**src/hdl/rcrl_pkg.sv**
```systemverilog
// Package for the ring code run-length decoder.
// Holds the result beat type, config register codes, reset values and queue sizing.
// No dependencies.
package rcrl_pkg;

  localparam int COUNT_BITS_DEFAULT = 12;

  // Reset values of the config registers
  localparam logic [7:0]  XOR_MASK_RESET     = 8'h96;
  localparam logic [15:0] WINDOW_ZERO_RESET  = 16'd3333;
  localparam logic [15:0] WINDOW_ONE_RESET   = 16'd6159;
  localparam logic [15:0] WINDOW_TWO_RESET   = 16'd9756;
  localparam logic [15:0] WINDOW_THREE_RESET = 16'd13868;

  localparam int NUM_WINDOWS = 4;

  // Result queue: two beats may enter per item, one leaves per cycle unless the output stalls
  localparam int QUEUE_DEPTH    = 4;
  localparam int QUEUE_PTR_BITS = $clog2(QUEUE_DEPTH);
  localparam int QUEUE_CNT_BITS = $clog2(QUEUE_DEPTH + 1);

  typedef enum logic [2:0] {
    CFG_XOR_MASK     = 3'd0,
    CFG_WINDOW_ZERO  = 3'd1,
    CFG_WINDOW_ONE   = 3'd2,
    CFG_WINDOW_TWO   = 3'd3,
    CFG_WINDOW_THREE = 3'd4
  } cfg_index_t;

  typedef enum logic [1:0] {
    ST_OK        = 2'd0,
    ST_GAP_FAIL  = 2'd1,
    ST_NO_GAPS   = 2'd2,
    ST_LEFTOVER  = 2'd3
  } status_t;

  typedef enum logic {
    KIND_BYTE   = 1'b0,
    KIND_STATUS = 1'b1
  } kind_t;

  typedef struct packed {
    logic [7:0]                  xor_mask;
    logic [NUM_WINDOWS-1:0][15:0] window;
  } cfg_t;

  typedef struct packed {
    kind_t      kind;
    logic [7:0] byte_value;
    logic [7:0] byte_index;
    status_t    status;
    logic [7:0] byte_total;
    logic       last_of_run;
  } result_t;

  // Beats produced by one processed sample, first beat in res0
  typedef struct packed {
    logic [1:0] cnt;
    result_t    res0;
    result_t    res1;
  } push_t;

endpackage

```
**src/hdl/rcrl_decode.sv**
```systemverilog
// Run counting, symbol classification, byte packing and end-of-scan status.
// Holds all per-scan state; one sample is processed per enabled cycle.
// Depends on rcrl_pkg.
module rcrl_decode #(
  parameter int COUNT_BITS = rcrl_pkg::COUNT_BITS_DEFAULT
) (
  input  logic             clk,
  input  logic             rst,
  input  logic             step,
  input  logic             hit,
  input  logic             final_sample,
  input  rcrl_pkg::cfg_t   cfg,
  output rcrl_pkg::push_t  push
);

  localparam int W = COUNT_BITS;
  localparam logic [W-1:0] RUN_MAX = '1;

  logic [W-1:0] hit_run, gap_run, latest_gap, largest_gap;
  logic [1:0]   gaps_seen, symbol_slot;
  logic [5:0]   partial_byte;
  logic [7:0]   bytes_done;

  logic [W-1:0] hit_run_next, gap_run_next, latest_gap_next, largest_gap_next;
  logic [1:0]   gaps_seen_next, symbol_slot_next;
  logic [5:0]   partial_byte_next;
  logic [7:0]   bytes_done_next;

  logic [rcrl_pkg::NUM_WINDOWS-1:0] win_match;
  logic       sym_valid;
  logic [1:0] sym;

  logic         gap_close;
  logic [W-1:0] gap_closed;
  logic         byte_emit;
  logic [7:0]   byte_val;
  logic [W+2:0] earlier_x6, latest_x5;
  rcrl_pkg::status_t   st;
  rcrl_pkg::result_t   byte_res, status_res;

  // Window compares on the open hit run; lowest matching window wins
  always_comb begin
    for (int i = 0; i < rcrl_pkg::NUM_WINDOWS; i++) begin
      win_match[i] = (hit_run >= W'(cfg.window[i][7:0])) &&
                     (hit_run <= W'(cfg.window[i][15:8]));
    end
    sym_valid = |win_match;
    sym       = 2'd0;
    for (int i = rcrl_pkg::NUM_WINDOWS - 1; i >= 0; i--) begin
      if (win_match[i]) sym = 2'(i);
    end
  end

  always_comb begin
    hit_run_next      = hit_run;
    gap_run_next      = gap_run;
    latest_gap_next   = latest_gap;
    largest_gap_next  = largest_gap;
    gaps_seen_next    = gaps_seen;
    symbol_slot_next  = symbol_slot;
    partial_byte_next = partial_byte;
    bytes_done_next   = bytes_done;
    byte_emit         = 1'b0;
    byte_val          = '0;

    if (hit) begin
      if (hit_run != RUN_MAX) hit_run_next = hit_run + 1'b1;
    end else begin
      if (hit_run != '0) begin
        if (sym_valid) begin
          if (symbol_slot == 2'd3) begin
            byte_emit         = 1'b1;
            byte_val          = {sym, partial_byte} ^ cfg.xor_mask;
            if (bytes_done != 8'hFF) bytes_done_next = bytes_done + 1'b1;
            symbol_slot_next  = '0;
            partial_byte_next = '0;
          end else begin
            partial_byte_next = partial_byte | (6'(sym) << {symbol_slot, 1'b0});
            symbol_slot_next  = symbol_slot + 1'b1;
          end
        end
        hit_run_next = '0;
      end
      if (gap_run != RUN_MAX) gap_run_next = gap_run + 1'b1;
    end

    // A gap closes on the hit that follows it, or at the end of the scan.
    // On a background sample the gap count is never zero here.
    gap_close  = hit ? (gap_run != '0) : final_sample;
    gap_closed = gap_run_next;
    if (gap_close) begin
      if (gaps_seen != 2'd0 && latest_gap > largest_gap) largest_gap_next = latest_gap;
      latest_gap_next = gap_closed;
      if (gaps_seen != 2'd3) gaps_seen_next = gaps_seen + 1'b1;
      gap_run_next = '0;
    end

    // earlier * 6 > latest * 5, exact form of the 1.2 ratio
    earlier_x6 = ((W+3)'(largest_gap_next) << 2) + ((W+3)'(largest_gap_next) << 1);
    latest_x5  = ((W+3)'(latest_gap_next) << 2) + (W+3)'(latest_gap_next);

    if (gaps_seen_next == 2'd0)
      st = rcrl_pkg::ST_NO_GAPS;
    else if (gaps_seen_next >= 2'd2 && earlier_x6 > latest_x5)
      st = rcrl_pkg::ST_GAP_FAIL;
    else if (symbol_slot_next != 2'd0)
      st = rcrl_pkg::ST_LEFTOVER;
    else
      st = rcrl_pkg::ST_OK;

    byte_res             = '0;
    byte_res.kind        = rcrl_pkg::KIND_BYTE;
    byte_res.byte_value  = byte_val;
    byte_res.byte_index  = bytes_done;
    byte_res.status      = rcrl_pkg::ST_OK;
    byte_res.last_of_run = !final_sample;

    status_res             = '0;
    status_res.kind        = rcrl_pkg::KIND_STATUS;
    status_res.status      = st;
    status_res.byte_total  = bytes_done_next;
    status_res.last_of_run = 1'b1;

    push = '0;
    if (byte_emit) begin
      push.res0 = byte_res;
      if (final_sample) begin
        push.res1 = status_res;
        push.cnt  = 2'd2;
      end else begin
        push.cnt  = 2'd1;
      end
    end else if (final_sample) begin
      push.res0 = status_res;
      push.cnt  = 2'd1;
    end

    if (final_sample) begin
      hit_run_next      = '0;
      gap_run_next      = '0;
      latest_gap_next   = '0;
      largest_gap_next  = '0;
      gaps_seen_next    = '0;
      symbol_slot_next  = '0;
      partial_byte_next = '0;
      bytes_done_next   = '0;
    end
  end

  always_ff @(posedge clk) begin
    if (rst) begin
      hit_run      <= '0;
      gap_run      <= '0;
      latest_gap   <= '0;
      largest_gap  <= '0;
      gaps_seen    <= '0;
      symbol_slot  <= '0;
      partial_byte <= '0;
      bytes_done   <= '0;
    end else if (step) begin
      hit_run      <= hit_run_next;
      gap_run      <= gap_run_next;
      latest_gap   <= latest_gap_next;
      largest_gap  <= largest_gap_next;
      gaps_seen    <= gaps_seen_next;
      symbol_slot  <= symbol_slot_next;
      partial_byte <= partial_byte_next;
      bytes_done   <= bytes_done_next;
    end
  end

endmodule

```
**src/hdl/rcrl_queue.sv**
```systemverilog
// Result queue: takes up to two beats per cycle, hands out one per cycle while pop is high.
// The head entry at the read pointer drives the head port through a combinational read.
// Depends on rcrl_pkg.
module rcrl_queue (
  input  logic                                  clk,
  input  logic                                  rst,
  input  rcrl_pkg::push_t                       push,
  input  logic                                  pop,
  output rcrl_pkg::result_t                     head,
  output logic [rcrl_pkg::QUEUE_CNT_BITS-1:0]   count
);

  localparam int PB = rcrl_pkg::QUEUE_PTR_BITS;
  localparam int CB = rcrl_pkg::QUEUE_CNT_BITS;

  rcrl_pkg::result_t mem [rcrl_pkg::QUEUE_DEPTH];
  logic [PB-1:0] wr_ptr, rd_ptr;
  logic [PB-1:0] wr_ptr_plus1;

  assign wr_ptr_plus1 = wr_ptr + 1'b1;
  assign head         = mem[rd_ptr];

  always_ff @(posedge clk) begin
    if (rst) begin
      wr_ptr <= '0;
      rd_ptr <= '0;
      count  <= '0;
    end else begin
      wr_ptr <= wr_ptr + PB'(push.cnt);
      rd_ptr <= rd_ptr + PB'(pop);
      count  <= count + CB'(push.cnt) - CB'(pop);
    end
  end

  always_ff @(posedge clk) begin
    if (push.cnt != 2'd0) mem[wr_ptr] <= push.res0;
    if (push.cnt == 2'd2) mem[wr_ptr_plus1] <= push.res1;
  end

endmodule

```
**src/hdl/ring_code_run_length_decoder_core.sv**
```systemverilog
// Ring code run-length decoder, top level.
// Config registers, input register, decode logic and result queue.
// Depends on rcrl_pkg, rcrl_decode, rcrl_queue.
//
// Usage:
//   Input channel (in_valid / in_stall, hit, final_sample): one ring sample per
//   beat, taken into an input register and processed once the queue has room
//   for two beats; a new sample can be taken every cycle while not stalled.
//   Output channel (out_valid / out_stall): result beats, kind 0 for a decoded
//   byte, kind 1 for the end-of-scan status. A sample gives zero, one or two
//   beats; last_of_run marks the final beat of a sample.
//   Samples wait in the input register; result beats wait in the result queue.
//   Throughput: one sample per cycle unless in_stall is high; the output moves
//   one beat per cycle unless out_stall is high, so a sample that yields two
//   beats (byte plus status) costs one extra output slot. A four-entry result
//   queue absorbs this; in_stall rises when the queue cannot take two more
//   beats, and stays high while out_stall holds the queue full.
//   Config channel (cfg_valid / cfg_ready, cfg_index, cfg_data): always ready;
//   write only while the block is idle.
//   Reset (rst, synchronous): clears scan state and queue, restores register
//   defaults (mask 0x96 and the four default count windows).
module ring_code_run_length_decoder_core #(
  parameter int COUNT_BITS = rcrl_pkg::COUNT_BITS_DEFAULT
) (
  input  logic        clk,
  input  logic        rst,
  input  logic        in_valid,
  output logic        in_stall,
  input  logic        hit,
  input  logic        final_sample,
  output logic        out_valid,
  input  logic        out_stall,
  output logic        kind,
  output logic [7:0]  byte_value,
  output logic [7:0]  byte_index,
  output logic [1:0]  status,
  output logic [7:0]  byte_total,
  output logic        last_of_run,
  input  logic        cfg_valid,
  output logic        cfg_ready,
  input  logic [2:0]  cfg_index,
  input  logic [15:0] cfg_data
);

  localparam int CB = rcrl_pkg::QUEUE_CNT_BITS;

  rcrl_pkg::cfg_t    cfg;
  logic              in_full;
  logic              hit_q, final_q;
  logic              step;
  logic              in_accept;
  rcrl_pkg::push_t   push;
  rcrl_pkg::result_t head;
  logic [CB-1:0]     count;

  assign cfg_ready = 1'b1;

  always_ff @(posedge clk) begin
    if (rst) begin
      cfg.xor_mask  <= rcrl_pkg::XOR_MASK_RESET;
      cfg.window[0] <= rcrl_pkg::WINDOW_ZERO_RESET;
      cfg.window[1] <= rcrl_pkg::WINDOW_ONE_RESET;
      cfg.window[2] <= rcrl_pkg::WINDOW_TWO_RESET;
      cfg.window[3] <= rcrl_pkg::WINDOW_THREE_RESET;
    end else if (cfg_valid && cfg_ready) begin
      case (cfg_index)
        rcrl_pkg::CFG_XOR_MASK:     cfg.xor_mask  <= cfg_data[7:0];
        rcrl_pkg::CFG_WINDOW_ZERO:  cfg.window[0] <= cfg_data;
        rcrl_pkg::CFG_WINDOW_ONE:   cfg.window[1] <= cfg_data;
        rcrl_pkg::CFG_WINDOW_TWO:   cfg.window[2] <= cfg_data;
        rcrl_pkg::CFG_WINDOW_THREE: cfg.window[3] <= cfg_data;
        default: ;
      endcase
    end
  end

  // Process the held sample once the queue has room for two beats
  assign step      = in_full && (count <= CB'(rcrl_pkg::QUEUE_DEPTH - 2));
  assign in_stall  = in_full && !step;
  assign in_accept = in_valid && !in_stall;

  always_ff @(posedge clk) begin
    if (rst) begin
      in_full <= 1'b0;
    end else if (in_accept) begin
      in_full <= 1'b1;
    end else if (step) begin
      in_full <= 1'b0;
    end
  end

  always_ff @(posedge clk) begin
    if (in_accept) begin
      hit_q   <= hit;
      final_q <= final_sample;
    end
  end

  rcrl_decode #(
    .COUNT_BITS (COUNT_BITS)
  ) u_decode (
    .clk          (clk),
    .rst          (rst),
    .step         (step),
    .hit          (hit_q),
    .final_sample (final_q),
    .cfg          (cfg),
    .push         (push)
  );

  rcrl_queue u_queue (
    .clk   (clk),
    .rst   (rst),
    .push  (step ? push : '0),
    .pop   (out_valid && !out_stall),
    .head  (head),
    .count (count)
  );

  assign out_valid   = (count != '0);
  assign kind        = head.kind;
  assign byte_value  = head.byte_value;
  assign byte_index  = head.byte_index;
  assign status      = head.status;
  assign byte_total  = head.byte_total;
  assign last_of_run = head.last_of_run;

endmodule

```
**config.mk**
```make
export PLATFORM = sky130hd
export DESIGN_NAME = ring_code_run_length_decoder_core
export DESIGN_NICKNAME = d
export VERILOG_FILES = /design/src/hdl/rcrl_pkg.sv /design/src/hdl/rcrl_decode.sv /design/src/hdl/rcrl_queue.sv /design/src/hdl/ring_code_run_length_decoder_core.sv
export SDC_FILE = /design/constraint.sdc
export NUM_CORES = 1
export LEC_CHECK = 0
export ABC_AREA = 1
export CAP_MARGIN = 20
export CORE_MARGIN = 3
export CORE_UTILIZATION = 34
export DETAILED_ROUTE_END_ITERATION = 10
export DONT_BUFFER_PORTS = 1
export SYNTH_ARGS = -nofsm -noshare
export SYNTH_HDL_FRONTEND = slang
export SYNTH_SLANG_ARGS = --single-unit
```
**constraint.sdc**
```tcl
create_clock -name clk -period 5.98 [get_ports clk]
set_input_delay 0.897 -clock clk [delete_from_list [all_inputs] [get_ports clk]]
set_output_delay 0.897 -clock clk [all_outputs]
set_load 0.05 [all_outputs]
```
# Yosys cells after proc, flatten, opt, wreduce, memory -nomap -nowiden
# Memories as Yosys holds them, arrays and structs flattened. A register that Yosys moved wholly into a read port is not among the register bits.
# Cells that the tools add are included.
# word_totals
ff_bits,148
ramBits,112
inputBits,26
out_inout_bits,31
wordCells,154
mem_count,1
# classes
n_addsub,12
n_lt_le_gt_ge,12
eq_ne,12
n_shift,1
n_mux,61
bitwise,2
reduce_logical,34
# memory_table
memory,depth,word_bits,rd,rd_clocked_by_memory_dff,wr,line,source
u_queue.mem,4,28,1,1,2,rcrl_queue.sv:16,rcrl_pkg::result_t mem [rcrl_pkg::QUEUE_DEPTH];
# op_table
operator,n
12-bit 2-to-1 mux,13
8-bit 2-to-1 mux,10
58-bit 2-to-1 mux,1
28-bit 2-to-1 mux,2
12-bit by 8-bit >= comparator with 1-bit output,4
12-bit by 8-bit <= comparator with 1-bit output,4
2-bit 2-to-1 mux,17
30-bit 2-to-1 mux,1
6-bit 2-to-1 mux,5
29-bit 2-to-1 mux,1
12-bit by 1-bit adder with 12-bit output (second input constant),2
12-bit inequality test (second input constant),2
12-bit nonzero test,2
14-bit by 12-bit adder with 15-bit output,1
14-bit by 13-bit adder with 15-bit output,1
15-bit > comparator,1
12-bit > comparator,1
2-bit nonzero test,6
1-bit 2-to-1 mux,11
1-bit logical AND,10
2-bit AND reduction,5
8-bit by 1-bit adder with 8-bit output (second input constant),1
8-bit inequality test (second input constant),1
8-bit XOR,1
23 further kinds,31

# Logic depth before layout (Yosys ltp)
# Gate-level depths: netlist of the first run.
# depth
depth_word,16
mapped_depth,36
mapped_depth_nobuf,35

# By module
# From an unflattened synthesis of the first run, not the netlist that was laid out.
# unflattened
cells_unflattened,2365
hier_area_um2,17204.0
# by_module_without_submodules
mod,instances,cells_per_inst,area_per_inst_um2,seq_area_each_um2
rcrl_decode,1,1185,7592.3,1321.3
rcrl_queue,1,663,6194.7,3503.4
ring_code_run_length_decoder_core,1,517,3417.0,1521.5

# Worst setup path before layout of the first run
# Ideal clock, no wire load.
# synth_path
kind,flip-flop to flip-flop
startpoint,register u_decode.largest_gap[11]
endpoint,"memory u_queue.mem[1][9] (netlist bit), data pin"
setup_time_ns,0.269
arrival_ns,4.589
required_ns,5.711
setup_slack_ns,1.122
path_stages_with_launch,35
n_path_buf,1
synth_period_minus_slack_ns,4.858
path_cell_list,dfxtp_1 > inv_1 > ha_1 > nand2_1 > inv_1 > nand3_1 > nor3_1 > nand2_1 > o2111ai_1 > nand4_2 > buf_2 > nand2_1 > o21ai_0 > ha_1 > fa_1 > a21oi_1 > o21bai_1 > nand2_1 > nand2_1 > a21oi_1 > o21ai_0 > a21oi_1 > o21ai_0 > a21o_1 > ha_1 > nand2_1 > inv_1 > nand4_1 > nor2_1 > a211oi_1 > nand2_1 > nand2_1 > nand3_1 > nand3_1 > o21ai_0
# synth_lines
element,line,source
from (decl),rcrl_decode.sv:19,"logic [W-1:0] hit_run, gap_run, latest_gap, largest_gap;"
from (signal assigned),rcrl_decode.sv:164,largest_gap <= largest_gap_next;
to (decl),rcrl_queue.sv:16,

==> impl_metrics.py, run 1 <==
metrics = {
    "pwr": {
        "power_density_nw_per_um2": 287,
        "peakVddDrop_mv": 0.205,
        "cellLeakagePower_nw": 7.03,
    },
    "worst_setup_path": {
        "cp_data_arrival_time_ps": 5710,
        "cp_max_fo": 13,
        "start_kind": "flop",
        "timing.critical_path.required_ps": 6270,
        "max_stage_delay_ps": 390,
        "cp_common_cell": "nand2_1",
        "cpMaxStageDelayCell": "a21oi_1",
        "crit_type": "reg2reg",
        "end_kind": "flop",
    },
    "yosys": {
        "synth_cells": 2026,
        "synth_top_area_cell": "dfxtp_1",
        "synthTopCellsByCount": "nand2_1 (416), inv_1 (225), o21ai_0 (216), dfxtp_1 (210), nor2_1 (191)",
        "yosysTopAreaCellShare": 0.282,
        "yosysMostFrequentCell": "nand2_1",
        "yosys.cell_types.count": 53,
        "synthArstFlopShare": 0,
        "ys_top_cells_by_area": "dfxtp_1 (28%), ha_1 (10%), nand2_1 (10%), edfxtp_1 (10%), o21ai_0 (7.3%)",
        "synth.avg_cell_area_um2": 7.35,
        "ys_warn_count": 0,
        "syn_area_um2": 14900,
        "syn-num-nets": 2180,
        "ys_seq_elements": 260,
        "synth_edf_count": 50,
        "yosys_most_used_dff": "dfxtp_1",
        "ys_seq_area_frac": 0.383,
    },
    "cells_and_area": {
        "final_nets": 2160,
        "area_delta_synth_final_pct": 10.6,
        "finalNonFillerCells": 2616,
        "fillers": 4582,
        "final_core_util": 0.382,
        "drive_gt1_frac": 0.0537,
    },
    "floorplan": {
        "fp.dieH_um": 215,
        "die-area_um2": 46400,
        "core_area_um2": 43200,
        "die_w_um": 215,
        "rows": 76,
        "initial_core_util": 0.345,
        "pin_count": 57,
    },
    "clock_tree": {
        "root_buffer": "clkbuf_16",
        "clockBufferDepth": 3,
        "cts_num_sinks": 260,
        "clk_pin_slew_ps": 60,
        "numCtsBuffers": 30,
        "clk_latency_ps": 570,
        "cts_htree_levels": 1,
        "cts_tree": "done",
    },
    "placement": {
        "io_buffer_count": 0,
        "dp.cells": 2556,
        "gp_congestion": 0.915,
        "dp_hpwl_mm": 29.2,
    },
    "sta": {
        "max_freq_mhz": 185,
        "finalCriticalPeriod_ps": 5420,
        "finalSetupViolCount": 0,
        "hold_viol_final": 0,
        "tns_ps": 0,
        "slew_headroom": 0.231,
        "post-route-period-util": 0.906,
        "slew_violations": 0,
        "rsz0062_at_grt": "false",
        "worst_pin_slew_ps": 1170,
        "clock_skew_ps": 15.8,
    },
    "grt": {
        "antenna_found_initial": 1,
        "grt_pass1_vias": 12751,
        "gr-total-overflow": 0,
        "grt_usage": 0.177,
        "grt_max_degree": 71,
        "grt_pass1_wl_mm": 67.7,
    },
    "routing": {
        "drc": 0,
        "routed_wl_mm": 42.0,
        "firstDrtPassIters": 5,
        "first_iter_violations": 1013,
        "vias": 13500,
        "ant_nets": 0,
        "vias_per_cell": 5.16,
        "wire_per_inst_um": 16.0,
    },
    "status": {
        "status": "finished, final reports clean",
    },
    "run": {
        "cap_violations": 0,
    },
    "min_path": {
        "hp-class": "in2reg",
    },
}
[worst paths after layout]
kind / from / end / slack [ps] / cells after the start
setup / recovery: u_decode.largest_gap[11] / u_queue.mem[2][9] / 560 / 33
setup reg to reg: u_decode.largest_gap[11] / u_queue.mem[2][9] / 560 / 33
hold reg to reg: u_decode.largest_gap[8] / u_decode.largest_gap[8] / 460 / 2
hold / removal: final_sample / final_q / 420 / 0
[logic make-up (layout without fill, tap and decap cells)]
| group | after synthesis | count (layout) | share of synthesized area |
|---|---|---|---|
| AO/OA/AOI/OAI | 442 | 442 | 0.159 |
| XOR/XNOR | 45 | 45 | 0.0270 |
| flip-flops | 260 | 260 | 0.383 |
| adder cells (fa/ha/maj) | 128 | 128 | 0.109 |
| buffers and inverters | 318 | 322 | 0.0824 |
| AND/OR/NAND/NOR | 832 | 832 | 0.239 |
| other | 1 | 2 | 0.000252 |
[area by class of cell]
cell class	instances	area (µm²)	share of cell area
Multi-Input combinational cell	1448	7990	0.484
Sequential cell	260	5710	0.346
Inverter	234	881	0.0534
Clock buffer	40	840	0.0509
Tap cell	585	732	0.0444
Timing Repair Buffer	32	240	0.0146
Clock inverter	16	97.6	0.00592
Antenna cell	1	2.50	0.000152
[state kept, by name, indices dropped and copies added (netlist names)]
register and count:
u_decode.symbol_slot 2, u_queue.mem 112, u_decode.bytes_done 8, u_queue.count 3, in_full 1, final_q 1
u_decode.largest_gap 12, cfg 72, u_decode.gaps_seen 2, hit_q 1, u_queue.wr_ptr 2, u_decode.gap_run 12
u_decode.partial_byte 6, u_decode.latest_gap 12, u_decode.hit_run 12, u_queue.rd_ptr 2
[cell usage in the layout (no fill, tap or decap), types with 2 or more instances in the layout]
cell / n
nand2_1: 416
inv_1: 224
o21ai_0: 214
dfxtp_1: 210
nor2_1: 190
a21oi_1: 149
nand3_1: 131
ha_1: 125
edfxtp_1: 50
nand4_1: 42
xor2_1: 36
buf_4: 32
clkbuf_16: 31
o22ai_1: 29
nor3_1: 18
o211ai_1: 18
o21ai_1: 8
xnor2_1: 8
nand3b_1: 7
clkinv_1: 7
nand2_2: 6
clkbuf_1: 6
clkinv_2: 6
inv_2: 5
a211oi_1: 4
a31oi_1: 4
nor3b_1: 4
o21bai_1: 3
nor4_1: 3
nor2_2: 3
fa_1: 3
inv_6: 3
clkbuf_8: 3
nand3_2: 2
o21a_1: 2
a21o_1: 2
nor2_4: 2
or2_2: 2
clkinv_4: 2
[critical path, delay by kind of cell, from the launching register on]
kind,cells,cell delay [ps]
flops,1,330
buf+inv,5,500
xor+xnor,1,160
fa+ha+maj,3,970
simple gates,15,1690
compound gates,9,1500
[per-stage QoR]
stage	instance area [µm²]	setup slack, ps	total power, W	hold slack [ps]
detailed placement	15500	239	0.00301	452
global route	16500	15.8	0.00495	398
floorplan	14900	1120	0.00277	435
global placement	15500	449	0.00298	446
CTS	16400	215	0.00478	388
finish	16500	560	0.00473	425
[report_power, final]
group | switching, W | internal, W | leakage [nW] | total (W)
Combinational | 0.000888 | 0.000231 | 4.38 | 0.00112
Clock | 0.000773 | 0.000988 | 0.461 | 0.00176
Sequential | 0.0000276 | 0.00182 | 2.20 | 0.00185
[repair_timing]
action | 4_1_cts | 5_1_grt
gates resized for setup | 0 | 5
hold buffers | 0 | 0
endpoints found under the setup margin | 0 | 8
buffers inserted | 0 | 3
[per-layer routing]
layer | vias to the layer above | part of all wire | GRT usage
met4 | 0 | 0.029 | 0.0487
met3 | 78 | 0.063 | 0.0279
met2 | 404 | 0.45 | 0.293
met1 | 6277 | 0.46 | 0.241
li1 | 6741 | - | -
met5 | - | 0 | 0
(Power assumes the default switching activity.)
==> inputs of run 2 (changes only) <==
- ABC_CLOCK_PERIOD_IN_PS: default -> 5980
- CORE_MARGIN: 3 -> 5
==> run 2 against run 1 <==
Net effect:
- final cell count grew 0.27%
- non-clock buffer count is 3 higher
- highest routed layer unchanged
- power grew 6.2%
==> impl_metrics.py, run 2 (synthesized netlist as in run 1, its figures left out) <==
metrics = {
    "sta": {
        "slew_headroom": 0.199,
        "clock_skew_ps": 19.4,
        "post-route-period-util": 0.902,
        "tns_ps": 0,
        "slew_violations": 0,
        "finalCriticalPeriod_ps": 5390,
        "whs_ps": 451,
        "rsz0062_at_grt": "false",
        "hold_viol_final": 0,
        "worst_pin_slew_ps": 1220,
        "max_freq_mhz": 185,
        "finalSetupViolCount": 0,
    },
    "worst_setup_path": {
        "cp_max_fo": 10,
        "cp_common_cell": "nand2_1",
        "start_kind": "flop",
        "reg2regPathDepth": 34,
        "cp_data_arrival_time_ps": 5670,
        "max_stage_delay_ps": 400,
        "crit_type": "reg2reg",
        "timing.critical_path.required_ps": 6260,
        "r2r-start": "u_decode.largest_gap[11]",
        "ff2ff_setup_slack_ps": 590,
        "cpMaxStageDelayCell": "fa_1",
        "rr_endpoint": "u_queue.mem[2][9]",
        "end_kind": "flop",
    },
    "grt": {
        "grt_pass1_wl_mm": 67.5,
        "grt_usage": 0.172,
        "antenna_found_initial": 0,
        "gr-total-overflow": 0,
        "grt_max_degree": 71,
        "grt_pass1_vias": 12720,
    },
    "floorplan": {
        "die-area_um2": 48100,
        "rows": 76,
        "initial_core_util": 0.345,
        "pin_count": 57,
        "fp.dieH_um": 219,
        "die_w_um": 219,
        "core_area_um2": 43200,
    },
    "pwr": {
        "total_power_w": 0.00503,
        "clkPwrFrac": 0.408,
        "peakVddDrop_mv": 0.148,
        "internal_power_w": 0.00330,
        "cellLeakagePower_nw": 7.14,
        "switchingPower_w": 0.00173,
        "swShare": 0.344,
        "p_seq_frac": 0.368,
        "power_frac_comb": 0.224,
        "power_density_nw_per_um2": 301,
    },
    "cells_and_area": {
        "top_regs": "u_queue.mem: 112 flops, cfg: 72 flops",
        "final_nets": 2167,
        "area_delta_synth_final_pct": 11.9,
        "regMostFlops": "u_queue.mem",
        "largest_reg_flops": 112,
        "fillers": 4523,
        "drive_gt1_frac": 0.0574,
        "layout_common_cells": "nand2_1 (416), inv_1 (224), o21ai_0 (215)",
        "mostFrequentLayoutCell": "nand2_1",
        "n_antenna_cell": 0,
    },
    "clock_tree": {
        "clk_latency_ps": 540,
        "clockBufferDepth": 3,
        "root_buffer": "clkbuf_16",
        "cts_htree_levels": 2,
        "clk_pin_slew_ps": 60,
        "cts_tree": "done",
        "cts_num_sinks": 260,
        "cts_hold_buffers": 0,
        "numCtsBuffers": 34,
    },
    "routing": {
        "vias_per_cell": 5.13,
        "vias": 13469,
        "firstDrtPassIters": 6,
        "ant_nets": 0,
        "routed_wl_mm": 41.8,
        "wire_per_inst_um": 15.9,
        "drc": 0,
        "first_iter_violations": 967,
    },
    "min_path": {
        "hold_depth": 1,
        "hold_end": "u_decode.largest_gap[4]",
        "min_from": "rst",
        "hp-class": "in2reg",
    },
    "run": {
        "cap_violations": 0,
    },
    "status": {
        "status": "finished, final reports clean",
    },
    "placement": {
        "dp_hpwl_mm": 29.1,
        "gp_congestion": 0.866,
        "io_buffer_count": 0,
    },
}
## run 2: worst max path at each step
stage                             start                end  slack (ps)  cells after the start
2_1_floorplan  u_decode.largest_gap[11]  u_queue.mem[1][9]        1120                     34
3_3_place_gp                      hit_q  u_queue.mem[2][9]         540                     34
3_5_place_dp                      hit_q  u_queue.mem[2][9]         440                     34
4_1_cts                           hit_q  u_queue.mem[2][9]         420                     34
5_1_grt        u_decode.largest_gap[11]  u_queue.mem[2][9]          60                     34
6_report       u_decode.largest_gap[11]  u_queue.mem[2][9]         590                     34
## run 2: final cells by class
cell class                      count  area (µm²)  area share
Tap cell                          585         732      0.0439
Timing Repair Buffer               35         263      0.0158
Inverter                          234         878      0.0527
Sequential cell                   260        5710       0.342
Multi-Input combinational cell   1448        7980       0.478
Clock buffer                       49         978      0.0587
Clock inverter                     12         144     0.00863
## run 2: what timing repair did
item / CTS / global route
endpoints found under the setup margin: 0 / 8
gates resized for setup: 0 / 2
buffers inserted: 0 / 2
## run 2: power by group through the flow
| stage | sequential [W] | clock [W] | combinational (W) |
|---|---|---|---|
| final | 0.00185 | 0.00205 | 0.00113 |
| after global routing | 0.00185 | 0.00217 | 0.00124 |
| after CTS | 0.00185 | 0.00210 | 0.00113 |
| after detailed placement | 0.00189 | 0 | 0.00113 |
| after global placement | 0.00189 | 0 | 0.00111 |
| after floorplan | 0.00188 | 0 | 0.000888 |
## run 2: metal layers
metal,track usage,routed length [µm]
met3,0.0324,2790
met2,0.283,19000
met1,0.231,19100
met4,0.0490,894
met5,0,0
## run 2: metrics by stage
stage / instance area [µm²] / std cells / util / worst slack, ps
after floorplan: 14900 / 2026 / - / 1120
after global placement: 15500 / 2558 / 0.359 / 545
after detailed placement: 15500 / 2560 / 0.360 / 442
after CTS: 16700 / 2621 / 0.386 / 424
after global routing: 16700 / 2623 / 0.386 / 55.8
final: 16700 / 2623 / 0.386 / 586
## run 2: worst max-delay path: cells and delay by family (launching register included)
| kind | cells | cell delay [ps] |
|---|---|---|
| AOI/OAI and AO/OA | 11 | 1560 |
| adders and majority gates | 4 | 1210 |
| buffers and inverters | 4 | 340 |
| DFF | 1 | 320 |
| and+or+nand+nor | 15 | 1700 |
==> inputs of run 3 (changes only) <==
- SYNTH_HIERARCHICAL: default -> 1
==> run 3 against run 2 <==
Net effect:
- maximum frequency fell by 0.78%
- utilization down 1.6 points
- sequential cell count stayed put
- synthesized area increased by 15%
- via count grew 7.5%
- combinational power is 12% lower
- register-to-register slack got worse by 40 ps
- clock skew decreased by 4.2 ps
- final cell count is 15% higher
- sequential power up 9%
- count of clock-buffer cells in the layout fell by 7
- routed wire length is 2.1% higher
- critical endpoint is now u_queue/mem[3][10]
- largest cell class unchanged
- highest routed layer unchanged
==> impl_metrics.py, run 3 <==
metrics = {
    "worst_setup_path": {
        "rr_endpoint": "u_queue/mem[3][10]",
        "crit_buf_inv": 3,
        "max_stage_delay_ps": 410,
        "r2r-start": "u_decode/gap_run[1]",
        "cpMaxStageDelayCell": "dfxtp_1",
        "cp_data_arrival_time_ps": 5750,
        "critPathTopFamily": "simple AND/OR/NAND/NOR gates",
        "crit_type": "reg2reg",
        "cp_common_cell": "nand2_1",
        "end_kind": "flop",
        "start_kind": "flop",
        "ff2ff_setup_slack_ps": 540,
        "cp_max_fo": 8,
        "timing.critical_path.required_ps": 6300,
        "reg2regPathDepth": 35,
    },
    "yosys": {
        "yosysMostFrequentCell": "nand2_1",
        "synth-compound-area-share": 0.134,
        "synthXorXnorAreaFrac": 0.0199,
        "synth_cells": 2365,
        "ys_seq_elements": 260,
        "syn_area_um2": 17200,
        "yosys_most_used_dff": "dfxtp_1",
        "synth.avg_cell_area_um2": 7.27,
        "synthMuxAreaShare": 0,
        "synthArstFlopShare": 0,
        "synth_edf_count": 114,
        "synth_top_area_cell": "edfxtp_1",
        "yosys.cell_types.count": 52,
        "yosysTopAreaCellShare": 0.199,
        "synth_fa_ha_area_frac": 0.0944,
        "synth_top_family_by_area": "simple AND/OR/NAND/NOR gates",
        "yosys.area_share.simple": 0.253,
        "ys_top_cells_by_area": "edfxtp_1 (20%), dfxtp_1 (17%), nand2_1 (13%), ha_1 (9.1%), inv_1 (8.3%)",
        "ys_warn_count": 6,
        "synthTopCellsByCount": "nand2_1 (579), inv_1 (382), nor2_1 (261), dfxtp_1 (146), a21oi_1 (138)",
        "ys_seq_area_frac": 0.369,
    },
    "pwr": {
        "total_power_w": 0.00476,
        "peakVddDrop_mv": 0.186,
        "power_density_nw_per_um2": 257,
        "cellLeakagePower_nw": 7.81,
    },
    "cells_and_area": {
        "mostFrequentLayoutCell": "nand2_1",
        "area_delta_synth_final_pct": 7.92,
        "fillers": 5300,
        "seq_area_um2": 6350,
        "regMostFlops": "u_queue/mem",
        "drive_gt1_frac": 0.0702,
        "top_regs": "u_queue/mem: 112 flops, cfg: 72 flops",
        "multi_input_area_um2": 8750,
        "layout_common_cells": "nand2_1 (576), inv_1 (381), nor2_1 (260)",
        "finalNonFillerCells": 3023,
        "final_nets": 2480,
        "largest_reg_flops": 112,
    },
    "grt": {
        "gr-total-overflow": 0,
        "grt_max_degree": 114,
        "grt_usage": 0.148,
        "grt_pass1_vias": 13727,
        "antenna_found_initial": 2,
        "grt_pass1_wl_mm": 69.6,
    },
    "floorplan": {
        "fp.dieH_um": 235,
        "initial_core_util": 0.344,
        "rows": 82,
        "die-area_um2": 55200,
        "core_area_um2": 50100,
        "die_w_um": 235,
        "pin_count": 57,
    },
    "routing": {
        "drt-met1-wl_mm": 19.6,
        "vias": 14483,
        "wl_met2_mm": 20.0,
        "top_layer": "met4",
        "wire_per_inst_um": 14.1,
        "ant_nets": 0,
        "first_iter_violations": 902,
        "routed_wl_mm": 42.7,
        "firstDrtPassIters": 5,
        "vias_per_cell": 4.79,
        "dr_wl_met3_mm": 2.08,
        "drc": 0,
    },
    "sta": {
        "worst_pin_slew_ps": 1060,
        "slew_headroom": 0.295,
        "finalCriticalPeriod_ps": 5440,
        "max_freq_mhz": 184,
        "finalSetupViolCount": 0,
        "post-route-period-util": 0.909,
        "slew_violations": 0,
        "hold_viol_final": 0,
        "clock_skew_ps": 15.2,
        "tns_ps": 0,
    },
    "placement": {
        "dp.cells": 2959,
        "gp_congestion": 0.837,
        "io_buffer_count": 0,
        "dp_hpwl_mm": 29.2,
    },
    "min_path": {
        "hp-class": "in2reg",
        "hold_end": "final_q",
        "hold_depth": 0,
        "min_from": "final_sample",
    },
    "status": {
        "status": "finished, final reports clean",
    },
    "clock_tree": {
        "clk_pin_slew_ps": 60,
        "clockBufferDepth": 3,
        "root_buffer": "clkbuf_16",
        "cts_num_sinks": 260,
        "cts_htree_levels": 1,
        "cts_hold_buffers": 0,
        "clk_latency_ps": 580,
        "numCtsBuffers": 30,
        "cts_tree": "done",
    },
    "run": {
        "cap_violations": 0,
    },
}
==> run 3: cell count changes in the layout (fill, tap and decap cells not counted), moves of 46 or more <==
cell and delta:
edfxtp_1 +64, inv_1 +157, nand2_1 +160, o21ai_1 +46, o21ai_0 -115, dfxtp_1 -66
nor2_1 +70
==> run 3: worst max-delay path by stage <==
stage                             startpoint            endpoint  cells after the start  slack (ps)
floorplan                u_decode/hit_run[7]   u_queue/mem[0][0]                     20         680
global placement    u_decode/largest_gap[11]  u_queue/mem[1][10]                     32         540
detailed placement  u_decode/largest_gap[11]  u_queue/mem[3][10]                     32         330
CTS                 u_decode/largest_gap[11]  u_queue/mem[3][10]                     32         320
global route        u_decode/largest_gap[11]  u_queue/mem[3][10]                     34         -20
finish                   u_decode/gap_run[1]  u_queue/mem[3][10]                     35         540
==> run 3: cell families after synthesis <==
group                    after synthesis
AND/OR/NAND/NOR                     1033
buffers and inverters                508
AO/OA/AOI/OAI                        395
other                                  2
flip-flops                           260
XOR/XNOR                              39
adder cells (fa/ha/maj)              128
==> run 3: where the power goes <==
group	leakage, nW	internal [W]	switching, W
Sequential	2.20	0.00190	0.000120
Clock	0.459	0.000991	0.000751
Combinational	5.14	0.000214	0.000784
==> run 3: cell type report <==
| cell class | instances | share of cell area |
|---|---|---|
| diodes | 1 | 0.000135 |
| clock buffers | 42 | 0.0439 |
| clock inverters | 14 | 0.00559 |
| inverters | 395 | 0.0805 |
| multi-input cells | 1612 | 0.471 |
| flip-flops and latches | 260 | 0.342 |
| well taps | 672 | 0.0453 |
| repair buffers | 26 | 0.0112 |
| repair inverters | 1 | 0.000270 |
==> run 3: metal layers <==
| metal | global-route usage | vias to the layer above |
|---|---|---|
| li1 | - | 7481 |
| met1 | 0.195 | 6673 |
| met2 | 0.260 | 269 |
| met3 | 0.0199 | 60 |
| met4 | 0.0345 | 0 |
| met5 | 0 | - |
==> run 3: worst register-to-register path, delay by kind of cell, from the launching register on <==
kind / cells / cell delay, ps
simple gates: 20 / 2080
compound gates: 7 / 1230
fa+ha+maj: 4 / 990
flops: 1 / 410
buf+inv: 3 / 360
xor+xnor: 1 / 110
==> run 3: timing repair <==
item / in CTS / in global routing
buffers inserted: 0 / 6
setup endpoints to repair: 0 / 8
resized for setup: 0 / 9
==> run 3: metrics by stage <==
stage / area [µm²] / hold slack (ps) / worst slack, ps / util
3_3_place_gp: 17600 / 441 / 538 / 0.351
5_1_grt: 18600 / 394 / -18.2 / 0.371
2_1_floorplan: 17300 / 429 / 677 / -
3_5_place_dp: 17600 / 446 / 334 / 0.351
4_1_cts: 18500 / 387 / 319 / 0.370
6_report: 18600 / 414 / 544 / 0.371
